## config.mk

```make
export PLATFORM = sky130hd
export DESIGN_NAME = riscv_privileged_csr_file_core_flat
export DESIGN_NICKNAME = d
export VERILOG_FILES = /design/src/rtl/core/rpcsr_pkg.sv /design/src/rtl/core/rpcsr_req_if.sv /design/src/rtl/core/rpcsr_rsp_if.sv /design/src/rtl/core/rpcsr_cfg_if.sv /design/src/rtl/core/riscv_privileged_csr_file_core.sv /design/src/rtl/core/rpcsr_unit.sv /design/src/flat_wrapper.sv
export VERILOG_INCLUDE_DIRS = /design/src /design/src/rtl/core
export SDC_FILE = /design/constraint.sdc
export NUM_CORES = 2
export LEC_CHECK = 0
export BUFFER_PORTS_ARGS = -buffer_cell sky130_fd_sc_hd__buf_2
export CAP_MARGIN = 0
export CORE_MARGIN = 2
export CORE_UTILIZATION = 30
export DETAILED_ROUTE_END_ITERATION = 10
export SLEW_MARGIN = 30
export SYNTH_ARGS = -nofsm -noshare
export SYNTH_HDL_FRONTEND = slang
export SYNTH_SLANG_ARGS = --single-unit
```

## constraint.sdc

```tcl
create_clock -name clk -period 4.69 [get_ports clk]
set_clock_uncertainty 0.15 [all_clocks]
set_input_delay 0.938 -clock clk [delete_from_list [all_inputs] [get_ports clk]]
set_output_delay 0.938 -clock clk [all_outputs]
set_load 0.05 [all_outputs]
```

## src/rtl/core/riscv_privileged_csr_file_core_defines.svh

```systemverilog
// Assertion macros shared by the CSR file RTL.
`ifndef RISCV_PRIVILEGED_CSR_FILE_CORE_DEFINES_SVH
`define RISCV_PRIVILEGED_CSR_FILE_CORE_DEFINES_SVH

// Same-cycle implication, sampled on clk, off while rst is high.
`define RPCSR_ASSERT_IMM(label, ante, cons, msg) \
  label: assert property (@(posedge clk) disable iff (rst) (ante) |-> (cons)) \
    else $error(msg);

// Next-cycle implication, sampled on clk, off while rst is high.
`define RPCSR_ASSERT_NXT(label, ante, cons, msg) \
  label: assert property (@(posedge clk) disable iff (rst) (ante) |=> (cons)) \
    else $error(msg);

`endif

```

## src/rtl/core/rpcsr_pkg.sv

```systemverilog
// Types, CSR addresses and fixed masks for the RV32 M/S CSR file.
package rpcsr_pkg;

  typedef enum logic [1:0] {
    REQ_READ     = 2'd0,
    REQ_WRITE    = 2'd1,
    REQ_SET_PEND = 2'd2,
    REQ_CLR_PEND = 2'd3
  } req_kind_t;

  localparam logic [1:0] PRIV_U = 2'd0;
  localparam logic [1:0] PRIV_S = 2'd1;
  localparam logic [1:0] PRIV_M = 2'd3;

  localparam int unsigned CFG_IDX_W = 3;
  localparam logic [CFG_IDX_W-1:0] CFG_MISA          = 3'd0;
  localparam logic [CFG_IDX_W-1:0] CFG_MSTATUS_WMASK = 3'd1;
  localparam logic [CFG_IDX_W-1:0] CFG_SSTATUS_VMASK = 3'd2;
  localparam logic [CFG_IDX_W-1:0] CFG_MEDELEG_WMASK = 3'd3;
  localparam logic [CFG_IDX_W-1:0] CFG_COUNTEREN     = 3'd4;

  localparam logic [31:0] MISA_RST          = 32'd1074008321;
  localparam logic [31:0] MSTATUS_WMASK_RST = 32'd8264106;
  localparam logic [31:0] SSTATUS_VMASK_RST = 32'd786722;
  localparam logic [31:0] MEDELEG_WMASK_RST = 32'd46079;
  localparam logic [31:0] COUNTEREN_RST     = 32'd0;

  localparam logic [31:0] MIE_BITS   = 32'h0000_0AAA;
  localparam logic [31:0] S_INT_BITS = 32'h0000_0222;
  localparam logic [31:0] SSIP_BIT   = 32'h0000_0002;
  localparam logic [31:0] TVEC_BITS  = 32'hFFFF_FFFD;
  localparam logic [31:0] EPC_BITS   = 32'hFFFF_FFFC;

  localparam logic [11:0] CSR_SSTATUS    = 12'h100;
  localparam logic [11:0] CSR_SIE        = 12'h104;
  localparam logic [11:0] CSR_STVEC      = 12'h105;
  localparam logic [11:0] CSR_SCOUNTEREN = 12'h106;
  localparam logic [11:0] CSR_SSCRATCH   = 12'h140;
  localparam logic [11:0] CSR_SEPC       = 12'h141;
  localparam logic [11:0] CSR_SCAUSE     = 12'h142;
  localparam logic [11:0] CSR_STVAL      = 12'h143;
  localparam logic [11:0] CSR_SIP        = 12'h144;
  localparam logic [11:0] CSR_SATP       = 12'h180;
  localparam logic [11:0] CSR_MSTATUS    = 12'h300;
  localparam logic [11:0] CSR_MISA       = 12'h301;
  localparam logic [11:0] CSR_MEDELEG    = 12'h302;
  localparam logic [11:0] CSR_MIDELEG    = 12'h303;
  localparam logic [11:0] CSR_MIE        = 12'h304;
  localparam logic [11:0] CSR_MTVEC      = 12'h305;
  localparam logic [11:0] CSR_MSCRATCH   = 12'h340;
  localparam logic [11:0] CSR_MEPC       = 12'h341;
  localparam logic [11:0] CSR_MCAUSE     = 12'h342;
  localparam logic [11:0] CSR_MTVAL      = 12'h343;
  localparam logic [11:0] CSR_MIP        = 12'h344;
  localparam logic [11:0] CSR_MVENDORID  = 12'hF11;
  localparam logic [11:0] CSR_MARCHID    = 12'hF12;
  localparam logic [11:0] CSR_MIMPID     = 12'hF13;
  localparam logic [11:0] CSR_MHARTID    = 12'hF14;
  localparam logic [11:0] CSR_MCONFIGPTR = 12'hF15;

  typedef struct packed {
    logic [1:0]  req_type;
    logic [1:0]  priv_mode;
    logic [11:0] csr_addr;
    logic [31:0] write_data;
    logic [4:0]  irq_bit;
  } req_t;

  typedef struct packed {
    logic [31:0] read_data;
    logic        legal;
  } rsp_t;

  typedef struct packed {
    logic                 en;
    logic [CFG_IDX_W-1:0] index;
    logic [31:0]          data;
  } cfg_wr_t;

  typedef struct packed {
    logic [31:0] mach_status;
    logic [31:0] exc_deleg;
    logic [31:0] int_deleg;
    logic [31:0] int_enable;
    logic [31:0] int_pending;
    logic [31:0] mach_trap_vector;
    logic [31:0] mach_scratch;
    logic [31:0] mach_exc_pc;
    logic [31:0] mach_cause;
    logic [31:0] mach_trap_value;
    logic [31:0] sup_trap_vector;
    logic [31:0] sup_scratch;
    logic [31:0] sup_exc_pc;
    logic [31:0] sup_cause;
    logic [31:0] sup_trap_value;
    logic [31:0] addr_translation;
  } csr_state_t;

  function automatic logic [31:0] merge(logic [31:0] old, logic [31:0] val,
                                        logic [31:0] mask);
    return (old & ~mask) | (val & mask);
  endfunction

endpackage

```

## src/rtl/core/rpcsr_req_if.sv

```systemverilog
// Request channel: valid/ready with one CSR access as payload.
interface rpcsr_req_if;
  logic        valid;
  logic        ready;
  logic [1:0]  req_type;
  logic [1:0]  priv_mode;
  logic [11:0] csr_addr;
  logic [31:0] write_data;
  logic [4:0]  irq_bit;

  modport source (output valid, req_type, priv_mode, csr_addr, write_data, irq_bit,
                  input ready);
  modport sink (input valid, req_type, priv_mode, csr_addr, write_data, irq_bit,
                output ready);
endinterface

```

## src/rtl/core/rpcsr_rsp_if.sv

```systemverilog
// Response channel: valid/ready with read data and legal flag.
interface rpcsr_rsp_if;
  logic        valid;
  logic        ready;
  logic [31:0] read_data;
  logic        legal;

  modport source (output valid, read_data, legal, input ready);
  modport sink (input valid, read_data, legal, output ready);
endinterface

```

## src/rtl/core/rpcsr_cfg_if.sv

```systemverilog
// Configuration write channel: valid/ready with register index and data.
interface rpcsr_cfg_if;
  import rpcsr_pkg::*;
  logic                 valid;
  logic                 ready;
  logic [CFG_IDX_W-1:0] index;
  logic [31:0]          data;

  modport source (output valid, index, data, input ready);
  modport sink (input valid, index, data, output ready);
endinterface

```

## src/rtl/core/riscv_privileged_csr_file_core.sv

```systemverilog
// Top level of the RV32 machine/supervisor CSR file.
//
// Channels:
//   req : CSR access transactions (read, write, set or clear a mip bit),
//         each carrying type, privilege, address, write data and bit index.
//   rsp : one transaction per request, in order: read_data and legal.
//   cfg : register writes (misa value, mstatus/sstatus/medeleg masks,
//         scounteren value); always ready, meant to be used while idle.
// Path: an accepted request is held in the input register, then decoded
//   and applied to the CSR state as it moves into the response register,
//   which drives rsp until the response is taken.
// Throughput: one transaction per cycle unless rsp stalls; the decode and
//   state update sit in a single combinational stage between the two registers.
// Stall: when rsp is held off, the response register keeps its transaction,
//   the input register fills with the next request, and req.ready drops
//   until rsp.ready returns. No request is lost or applied twice.
// Reset: rst is synchronous; all CSRs clear to zero, configuration takes
//   its default values, both pipeline registers empty.
`include "riscv_privileged_csr_file_core_defines.svh"

module riscv_privileged_csr_file_core
  import rpcsr_pkg::*;
(
  input  logic         clk,
  input  logic         rst,
  rpcsr_req_if.sink    req,
  rpcsr_rsp_if.source  rsp,
  rpcsr_cfg_if.sink    cfg
);

  // input register
  logic    s1_valid;
  req_t    s1_req;
  // response register
  logic    out_valid;
  rsp_t    out_rsp;

  rsp_t    unit_rsp;
  cfg_wr_t cfg_wr;
  logic    advance;

  // the input stage moves on whenever the response slot is free or draining
  assign advance   = s1_valid && (!out_valid || rsp.ready);
  assign req.ready = !s1_valid || advance;
  assign cfg.ready = 1'b1;

  assign cfg_wr.en    = cfg.valid;
  assign cfg_wr.index = cfg.index;
  assign cfg_wr.data  = cfg.data;

  always_ff @(posedge clk) begin
    if (rst) begin
      s1_valid <= 1'b0;
    end else if (req.ready) begin
      s1_valid <= req.valid;
    end
  end

  // payload only, no reset needed
  always_ff @(posedge clk) begin
    if (req.valid && req.ready) begin
      s1_req.req_type   <= req.req_type;
      s1_req.priv_mode  <= req.priv_mode;
      s1_req.csr_addr   <= req.csr_addr;
      s1_req.write_data <= req.write_data;
      s1_req.irq_bit    <= req.irq_bit;
    end
  end

  // state is committed exactly when the transaction moves to the response slot
  rpcsr_unit u_unit (
    .clk    (clk),
    .rst    (rst),
    .commit (advance),
    .req    (s1_req),
    .cfg    (cfg_wr),
    .rsp    (unit_rsp)
  );

  always_ff @(posedge clk) begin
    if (rst) begin
      out_valid <= 1'b0;
    end else if (advance) begin
      out_valid <= 1'b1;
    end else if (rsp.ready) begin
      out_valid <= 1'b0;
    end
  end

  always_ff @(posedge clk) begin
    if (advance) begin
      out_rsp <= unit_rsp;
    end
  end

  assign rsp.valid     = out_valid;
  assign rsp.read_data = out_rsp.read_data;
  assign rsp.legal     = out_rsp.legal;

  `RPCSR_ASSERT_IMM(a_illegal_zero, rsp.valid && !rsp.legal, rsp.read_data == '0,
                    "illegal response carries nonzero data")
  `RPCSR_ASSERT_NXT(a_stall_keeps_s1, s1_valid && rsp.valid && !rsp.ready, s1_valid,
                    "input stage dropped a transaction during a stall")
  `RPCSR_ASSERT_IMM(a_empty_takes, !s1_valid, req.ready,
                    "empty input stage refused a request")

endmodule

```

## src/rtl/core/rpcsr_unit.sv

```systemverilog
// CSR state, configuration registers and access decode.
`include "riscv_privileged_csr_file_core_defines.svh"

module rpcsr_unit
  import rpcsr_pkg::*;
(
  input  logic    clk,
  input  logic    rst,
  input  logic    commit,
  input  req_t    req,
  input  cfg_wr_t cfg,
  output rsp_t    rsp
);

  csr_state_t  st;
  csr_state_t  st_next;
  logic [31:0] misa_value;
  logic [31:0] mstatus_write_mask;
  logic [31:0] sstatus_view_mask;
  logic [31:0] medeleg_write_mask;
  logic [31:0] counteren_value;

  logic        is_m;
  logic        is_s;
  logic [31:0] pend_mask;
  logic [31:0] wd;

  always_ff @(posedge clk) begin
    if (rst) begin
      misa_value         <= MISA_RST;
      mstatus_write_mask <= MSTATUS_WMASK_RST;
      sstatus_view_mask  <= SSTATUS_VMASK_RST;
      medeleg_write_mask <= MEDELEG_WMASK_RST;
      counteren_value    <= COUNTEREN_RST;
    end else if (cfg.en) begin
      unique case (cfg.index)
        CFG_MISA:          misa_value         <= cfg.data;
        CFG_MSTATUS_WMASK: mstatus_write_mask <= cfg.data;
        CFG_SSTATUS_VMASK: sstatus_view_mask  <= cfg.data;
        CFG_MEDELEG_WMASK: medeleg_write_mask <= cfg.data;
        CFG_COUNTEREN:     counteren_value    <= cfg.data;
        default: ;
      endcase
    end
  end

  always_comb begin
    is_m      = (req.priv_mode == PRIV_M);
    is_s      = is_m || (req.priv_mode == PRIV_S);
    wd        = req.write_data;
    pend_mask = (32'd1 << req.irq_bit) & MIE_BITS;
    st_next   = st;
    rsp       = '0;

    unique case (req_kind_t'(req.req_type))
      REQ_READ: begin
        unique case (req.csr_addr)
          CSR_MVENDORID, CSR_MARCHID, CSR_MIMPID, CSR_MHARTID, CSR_MCONFIGPTR:
            rsp.legal = is_m;
          CSR_MSTATUS: begin
            rsp.legal = is_m; rsp.read_data = st.mach_status & mstatus_write_mask;
          end
          CSR_MISA:     begin rsp.legal = is_m; rsp.read_data = misa_value;          end
          CSR_MEDELEG:  begin rsp.legal = is_m; rsp.read_data = st.exc_deleg;        end
          CSR_MIDELEG:  begin rsp.legal = is_m; rsp.read_data = st.int_deleg;        end
          CSR_MIE:      begin rsp.legal = is_m; rsp.read_data = st.int_enable;       end
          CSR_MTVEC:    begin rsp.legal = is_m; rsp.read_data = st.mach_trap_vector; end
          CSR_MSCRATCH: begin rsp.legal = is_m; rsp.read_data = st.mach_scratch;     end
          CSR_MEPC:     begin rsp.legal = is_m; rsp.read_data = st.mach_exc_pc;      end
          CSR_MCAUSE:   begin rsp.legal = is_m; rsp.read_data = st.mach_cause;       end
          CSR_MTVAL:    begin rsp.legal = is_m; rsp.read_data = st.mach_trap_value;  end
          CSR_MIP:      begin rsp.legal = is_m; rsp.read_data = st.int_pending;      end
          CSR_SSTATUS: begin
            rsp.legal = is_s; rsp.read_data = st.mach_status & sstatus_view_mask;
          end
          CSR_SIE: begin
            rsp.legal = is_s; rsp.read_data = st.int_enable & st.int_deleg;
          end
          CSR_STVEC:      begin rsp.legal = is_s; rsp.read_data = st.sup_trap_vector; end
          CSR_SCOUNTEREN: begin rsp.legal = is_s; rsp.read_data = counteren_value;    end
          CSR_SSCRATCH:   begin rsp.legal = is_s; rsp.read_data = st.sup_scratch;     end
          CSR_SEPC:       begin rsp.legal = is_s; rsp.read_data = st.sup_exc_pc;      end
          CSR_SCAUSE:     begin rsp.legal = is_s; rsp.read_data = st.sup_cause;       end
          CSR_STVAL:      begin rsp.legal = is_s; rsp.read_data = st.sup_trap_value;  end
          CSR_SIP: begin
            rsp.legal = is_s; rsp.read_data = st.int_pending & st.int_deleg;
          end
          CSR_SATP: begin rsp.legal = is_s; rsp.read_data = st.addr_translation; end
          default: ;
        endcase
        // illegal reads return zero
        if (!rsp.legal) begin
          rsp.read_data = '0;
        end
      end

      REQ_WRITE: begin
        unique case (req.csr_addr)
          CSR_MSTATUS: begin
            rsp.legal = is_m;
            if (is_m) st_next.mach_status = merge(st.mach_status, wd, mstatus_write_mask);
          end
          CSR_MISA: rsp.legal = is_m;
          CSR_MEDELEG: begin
            rsp.legal = is_m;
            if (is_m) st_next.exc_deleg = wd & medeleg_write_mask;
          end
          CSR_MIDELEG: begin
            rsp.legal = is_m;
            if (is_m) st_next.int_deleg = wd & S_INT_BITS;
          end
          CSR_MIE: begin
            rsp.legal = is_m;
            if (is_m) st_next.int_enable = merge(st.int_enable, wd, MIE_BITS);
          end
          CSR_MTVEC: begin
            rsp.legal = is_m;
            if (is_m) st_next.mach_trap_vector = wd & TVEC_BITS;
          end
          CSR_MSCRATCH: begin
            rsp.legal = is_m;
            if (is_m) st_next.mach_scratch = wd;
          end
          CSR_MEPC: begin
            rsp.legal = is_m;
            if (is_m) st_next.mach_exc_pc = wd & EPC_BITS;
          end
          CSR_MCAUSE: begin
            rsp.legal = is_m;
            if (is_m) st_next.mach_cause = wd;
          end
          CSR_MTVAL: begin
            rsp.legal = is_m;
            if (is_m) st_next.mach_trap_value = wd;
          end
          CSR_MIP: begin
            rsp.legal = is_m;
            if (is_m) st_next.int_pending = merge(st.int_pending, wd, S_INT_BITS);
          end
          CSR_SSTATUS: begin
            rsp.legal = is_s;
            if (is_s) st_next.mach_status = merge(st.mach_status, wd, sstatus_view_mask);
          end
          CSR_SIE: begin
            rsp.legal = is_s;
            if (is_s) begin
              st_next.int_enable = merge(st.int_enable, wd, S_INT_BITS & st.int_deleg);
            end
          end
          CSR_STVEC: begin
            rsp.legal = is_s;
            if (is_s) st_next.sup_trap_vector = wd & TVEC_BITS;
          end
          CSR_SCOUNTEREN: rsp.legal = is_s;
          CSR_SSCRATCH: begin
            rsp.legal = is_s;
            if (is_s) st_next.sup_scratch = wd;
          end
          CSR_SEPC: begin
            rsp.legal = is_s;
            if (is_s) st_next.sup_exc_pc = wd & EPC_BITS;
          end
          CSR_SCAUSE: begin
            rsp.legal = is_s;
            if (is_s) st_next.sup_cause = wd;
          end
          CSR_STVAL: begin
            rsp.legal = is_s;
            if (is_s) st_next.sup_trap_value = wd;
          end
          CSR_SIP: begin
            rsp.legal = is_s;
            if (is_s) begin
              st_next.int_pending = merge(st.int_pending, wd, SSIP_BIT & st.int_deleg);
            end
          end
          CSR_SATP: begin
            // unsupported modes are dropped silently
            rsp.legal = is_s;
            if (is_s && ((wd == '0) || wd[31])) st_next.addr_translation = wd;
          end
          default: ;
        endcase
      end

      REQ_SET_PEND: begin
        rsp.legal           = 1'b1;
        st_next.int_pending = st.int_pending | pend_mask;
      end

      REQ_CLR_PEND: begin
        rsp.legal           = 1'b1;
        st_next.int_pending = st.int_pending & ~pend_mask;
      end
    endcase
  end

  always_ff @(posedge clk) begin
    if (rst) begin
      st <= '0;
    end else if (commit) begin
      st <= st_next;
    end
  end

  `RPCSR_ASSERT_IMM(a_pend_bits, 1'b1, (st.int_pending & ~MIE_BITS) == '0,
                    "mip holds a bit outside the interrupt set")
  `RPCSR_ASSERT_IMM(a_deleg_bits, 1'b1, (st.int_deleg & ~S_INT_BITS) == '0,
                    "mideleg holds a non-supervisor bit")
  `RPCSR_ASSERT_NXT(a_state_hold, !commit && !rst, $stable(st),
                    "CSR state changed without a commit")

endmodule

```

## src/flat_wrapper.sv

```systemverilog
// flat-port wrapper written by rule: the top's interface ports become plain ports
module riscv_privileged_csr_file_core_flat import rpcsr_pkg::*;
  (clk, rst, req_valid, req_req_type, req_priv_mode, req_csr_addr, req_write_data, req_irq_bit, req_ready, rsp_valid, rsp_read_data, rsp_legal, rsp_ready, cfg_valid, cfg_index, cfg_data, cfg_ready);
  rpcsr_req_if req_i ();
  rpcsr_rsp_if rsp_i ();
  rpcsr_cfg_if cfg_i ();
  input  logic clk;
  input  logic rst;
  input wire logic [$bits(req_i.valid)-1:0] req_valid;
  input wire logic [$bits(req_i.req_type)-1:0] req_req_type;
  input wire logic [$bits(req_i.priv_mode)-1:0] req_priv_mode;
  input wire logic [$bits(req_i.csr_addr)-1:0] req_csr_addr;
  input wire logic [$bits(req_i.write_data)-1:0] req_write_data;
  input wire logic [$bits(req_i.irq_bit)-1:0] req_irq_bit;
  output wire logic [$bits(req_i.ready)-1:0] req_ready;
  output wire logic [$bits(rsp_i.valid)-1:0] rsp_valid;
  output wire logic [$bits(rsp_i.read_data)-1:0] rsp_read_data;
  output wire logic [$bits(rsp_i.legal)-1:0] rsp_legal;
  input wire logic [$bits(rsp_i.ready)-1:0] rsp_ready;
  input wire logic [$bits(cfg_i.valid)-1:0] cfg_valid;
  input wire logic [$bits(cfg_i.index)-1:0] cfg_index;
  input wire logic [$bits(cfg_i.data)-1:0] cfg_data;
  output wire logic [$bits(cfg_i.ready)-1:0] cfg_ready;
  assign req_i.valid = req_valid;
  assign req_i.req_type = req_req_type;
  assign req_i.priv_mode = req_priv_mode;
  assign req_i.csr_addr = req_csr_addr;
  assign req_i.write_data = req_write_data;
  assign req_i.irq_bit = req_irq_bit;
  assign req_ready = req_i.ready;
  assign rsp_valid = rsp_i.valid;
  assign rsp_read_data = rsp_i.read_data;
  assign rsp_legal = rsp_i.legal;
  assign rsp_i.ready = rsp_ready;
  assign cfg_i.valid = cfg_valid;
  assign cfg_i.index = cfg_index;
  assign cfg_i.data = cfg_data;
  assign cfg_ready = cfg_i.ready;
  riscv_privileged_csr_file_core u_core (.clk(clk), .rst(rst), .req(req_i), .rsp(rsp_i), .cfg(cfg_i));
endmodule
```

# Word level (Yosys, flattened, before mapping)
# Cells that the tools add are included.
# totals
regBits	725
inputBits	93
output_inout_bits	36
wordCells	158
# classes
eq_ne	42
n_shift	1
muxes	17
bitwise	26
reduce_logical	42
# op_table
operator	count
$pmux W32 S21	1
$and A32 B32 Y32	10
$mux W32	6
$pmux W32 S2	3
$eq A12 B10 Y1 const B	11
$or A32 B32 Y32	4
$eq A12 B9 Y1 const B	10
$and A32 B10 Y32	3
$pmux W32 S3	1
$not A32 Y32	2
$or A32 B12 Y32	2
$eq A12 B12 Y1 const B	5
$reduce_and A4 Y1	13
$and A32 B2 Y32	1
$logic_not A32 Y1	1
$not A10 Y32	1
$not A12 Y32	1
$not A2 Y32	1
$or A32 B10 Y32	1
$reduce_or A16 Y1	1
$reduce_and A5 Y1	3
$reduce_and A2 Y1	6
$shl A1 B5 Y12 const A	1
$reduce_or A11 Y1	1
other kinds (20)	39

# Longest topological paths before layout
# logic_depth
depth_word	6
ltp_mapped	10
mapped_depth_nobuf	6

# Hierarchy
# From an unflattened synthesis, not the netlist that was laid out.
# unflattened
cells_unflattened	3485
area_unflattened_um2	29011.6
# by_module_without_submodules
module	n_inst	cells_per_inst	area_per_inst_um2	seq_area_each_um2
rpcsr_unit	1	3387	26314.0	11711.2
riscv_privileged_csr_file_core	1	98	2697.6	2622.5

# Worst setup path after synthesis
# OpenSTA, ideal clock, no wires.
# synth_path
kind	input -> register
start	input port rsp_ready
end	register u_core.u_unit.st[162] in the netlist's numbering
setup_time_ps	70
arrival_ps	3401
path_slack_ps	1069
path_stages	8
cell_sequence	nand2b_1 -> and2_1 -> clkbuf_1 -> nand3_1 -> nor3_1 -> clkbuf_1 -> nand2_1 -> a21oi_1
# synth_between
elab_chain_cells	3
# synth_lines
item	line_no	text
start: declaration	flat_wrapper.sv:19	input wire logic [$bits(rsp_i.ready)-1:0] rsp_ready;
$logic_or A1 B1 Y1	riscv_privileged_csr_file_core.sv:43	assign advance = s1_valid && (!out_valid || rsp.ready);
$logic_and A1 B1 Y1	riscv_privileged_csr_file_core.sv:43	
via u_core.advance	riscv_privileged_csr_file_core.sv:40	logic advance;
$reduce_and A4 Y1 (no source line)	-	
end signal: assignment	rpcsr_unit.sv:202	st <= st_next;
end: declaration	rpcsr_unit.sv:15	csr_state_t st;
# The timed path passes the listed nets, and every way through them passes these cells.
# A chain may end at the register's enable or synchronous reset.

# Final worst setup path
# layout_path
start	register u_core.s1_req[44] in the netlist's numbering
end	register u_core.u_unit.st[502] in the netlist's numbering
# layout_between
elab_chain_cells	3
elab_cells_between_ends	7
# layout_lines
item	line_no	text
start: declaration	riscv_privileged_csr_file_core.sv:33	req_t s1_req;
$eq A12 B9 Y1 / $eq A12 B10 Y1 (equally long branches)	rpcsr_unit.sv:98	unique case (req.csr_addr)
$ne A2 B2 Y1 (no source line) / $reduce_bool A2 Y1 (equally long branches)	-	
$reduce_and A5 Y1 (no source line)	-	
# Several ways; a longest one is shown, not always the timed one.

==> impl_metrics.env <==
export IMPL_crit_chain="nor4_4, nand2_1, or4_2, buf_4, nor2_1, nand2_1, a21oi_1"
export IMPL_rsz0062_at_grt="no"
export IMPL_ant_nets=0
export IMPL_portBuffers=127
export IMPL_crit_top_cell="nand2_1"
export IMPL_cts_tree="done"
export IMPL_setup_viol=0
export IMPL_cts_resized_gates=0
export IMPL_cp_top_family="simple AND/OR/NAND/NOR gates"
export IMPL_ios=129
export IMPL_overflow=0
export IMPL_drt_wl_total_um=122000
export IMPL_ys_warn_count=0
export IMPL_path_max_fanout=64
export IMPL_grt_usage_pct=23.9
export IMPL_min_period_ns=3.75
export IMPL_worstSetupPathType="reg2reg"
export IMPL_synth_edff_count=86
export IMPL_grt_start_max_net_pins=114
export IMPL_grt_pass1_wl_um=176000
export IMPL_die_width_um=314
export IMPL_timing_setup_tns_ns=0
export IMPL_arrival_ns=4.17
export IMPL_hold_violations=0
export IMPL_multiInputGateArea_mm2=0.0133
export IMPL_ys_top_cells_by_area="dfxtp_1, nand2_1, a21oi_1, edfxtp_1, mux2i_1"
export IMPL_wl_per_cell_um=25.3
export IMPL_clkTransAtPathRegs_ns=0.06
export IMPL_synthDistinctLibCells=82
export IMPL_path_buf_inv=1
export IMPL_clk_latency_ns=0.63
export IMPL_cts_max_path_buffers=3
export IMPL_synth_largest_area_cell="dfxtp_1"
export IMPL_finalWorstSetupSlack_ns=0.935
export IMPL_syn_inst=3473
export IMPL_cp_slowest_cell="nor4_4"
export IMPL_grt_pass1_vias=25100
export IMPL_coreArea_mm2=0.0950
export IMPL_power_leakage_nw=10.8
export IMPL_synth_seq_cells=673
export IMPL_die_y_um=314
export IMPL_htreeDepth=3
export IMPL_end_kind="flop"
export IMPL_pre_cts_ws_ns=0.983
export IMPL_max_cap_viol_count=0
export IMPL_startpoint_type="flop"
export IMPL_synthArstFlopShare_pct=0
export IMPL_fill_cells=9869
export IMPL_cts_made_buffers=70
export IMPL_drc_errors=0
export IMPL_hold_buffers=0
export IMPL_place_congestion=1.02
export IMPL_post_dp_hpwl_um=80000
export IMPL_finalNetCount=3588
export IMPL_worst_path_largest_cell_delay_ns=0.82
export IMPL_power_density_mw_per_mm2=368
export IMPL_hold_path_class="reg2reg"
export IMPL_die_area_mm2=0.0985
export IMPL_final_layout_size_suffix_gt1_share_pct=12.4
export IMPL_cts_root_buffer="clkbuf_16"
export IMPL_fmax_mhz=266
export IMPL_vias=27100
export IMPL_slew_violations=0
export IMPL_worstMarginPinSlew_ns=0.992
export IMPL_num_rows=113
export IMPL_max_vdd_ir_drop_uv=262
export IMPL_drtIter0Drc=3495
export IMPL_ys_flop_type="dfxtp_1"
export IMPL_status="finished clean"
export IMPL_drtPass1Iterations=9
export IMPL_required_ns=5.10
export IMPL_slew_headroom_pct=33.9
export IMPL_min_period_over_period_pct=80.1
export IMPL_synth_area_mm2=0.0288
export IMPL_area_delta_synth_final_pct=15.0
export IMPL_synth_seq_area_share_pct=49.8
export IMPL_yosys_area_top_type_share_pct=40.8
export IMPL_area_sequential_mm2=0.0143
export IMPL_syn_area_per_cell_um2=8.29
export IMPL_clkSinkCount=673
export IMPL_post_cts_buffers=0
export IMPL_via_per_inst=5.63
export IMPL_start_util_pct=30.3
export IMPL_synth_nets=3566
export IMPL_antenna_found_initial=2
==> cell usage in the layout (no fill, tap or decap), types with 29 or more instances in the layout <==
cell,n
nand3_1,63
edfxtp_1,86
o21ai_0,58
o22ai_1,29
dfxtp_1,587
a22oi_1,68
nor2_1,130
buf_4,107
clkbuf_16,72
nand3b_1,37
mux2_2,43
nand2_1,1088
a31oi_1,36
a21oi_1,545
buf_2,126
mux2i_1,135
==> cells by family (layout without fill, tap and decap cells) <==
kind of cell           after synthesis  after routing  synth area share [%]
muxes                              183            183                  6.76
and+or+nand+nor                   1459           1459                  21.4
DFF                                673            673                  49.8
buffers and inverters              299            376                  4.50
AOI/OAI and AO/OA                  858            858                  17.6
other                                1              2                0.0130
==> final cells by class <==
type / count / share of cell area (%)
Antenna cell: 1 / 0.00756
Clock buffer: 111 / 6.22
Inverter: 5 / 0.0567
Timing Repair Buffer: 244 / 5.03
Tap cell: 1265 / 4.78
Clock inverter: 16 / 0.453
Sequential cell: 673 / 43.3
Multi-Input combinational cell: 2501 / 40.2
==> cell usage after synthesis (all sizes together) (21+ instances only) <==
| library cell | instances |
|---|---|
| dfxtp | 587 |
| a221oi | 21 |
| nor2 | 135 |
| buf | 80 |
| nand3 | 63 |
| mux2i | 135 |
| a21oi | 545 |
| clkbuf | 214 |
| nand2 | 1089 |
| edfxtp | 86 |
| o22ai | 29 |
| nand3b | 37 |
| o21ai | 59 |
| nor3 | 38 |
| mux2 | 43 |
| a22oi | 68 |
| a31oi | 36 |
==> worst register-to-register path, delay by kind of cell, from the launching register on <==
family | cells | cell delay [ns]
buf+inv | 1 | 0.37
flops | 1 | 0.60
compound gates | 1 | 0.17
simple gates | 5 | 2.40
==> worst paths after layout <==
kind	from	end	slack, ns	depth (start not counted)
setup / recovery	u_core.s1_req[44]	u_core.u_unit.st[502]	0.94	7
hold / removal	u_core.u_unit.st[311]	u_core.u_unit.st[311]	0.30	2
setup reg to reg	u_core.s1_req[44]	u_core.u_unit.st[502]	0.94	7
hold reg to reg	u_core.u_unit.st[311]	u_core.u_unit.st[311]	0.30	2
==> per-layer routing <==
layer  GRT usage, %  vias up  share of wire [%]  wire length (um)
met4           13.2        0                6.3              7720
met5              0        -                  0                 0
li1               -    12000                  -                 -
met1           31.7    13100                 40             48900
met3           5.52      342                 10             12700
met2           36.0     1637                 43             52500
==> power by group <==
part	internal, W	switching, W	leakage (nW)
sequential	0.00591	0.000147	5.56
combinational	0.000161	0.000460	4.22
clock	0.00305	0.00246	1.07
total	0.00912	0.00306	10.8
==> sequential cells by signal, summed over array words and instances (netlist names) <==
register,count
u_core.rsp.legal,1
u_core.u_unit.mstatus_write_mask,32
u_core.u_unit.counteren_value,32
u_core.rsp.read_data,32
u_core.u_unit.misa_value,32
u_core.u_unit.st,425
u_core.s1_valid,1
u_core.s1_req,53
u_core.rsp.valid,1
u_core.u_unit.medeleg_write_mask,32
u_core.u_unit.sstatus_view_mask,32
==> per-stage QoR <==
step	cell area [um2]	power, W	utilization (%)	hold slack (ns)	instances
CTS	33100	0.0122	34.8	0.299	4814
global placement	30800	0.00678	32.4	0.287	4685
detailed placement	30900	0.00678	32.5	0.290	4687
global route	33100	0.0125	34.8	0.305	4816
floorplan	28800	0.00645	-	0.278	3473
finish	33100	0.0122	34.8	0.300	4816
Note: power is estimated with default switching activity, not from simulation.
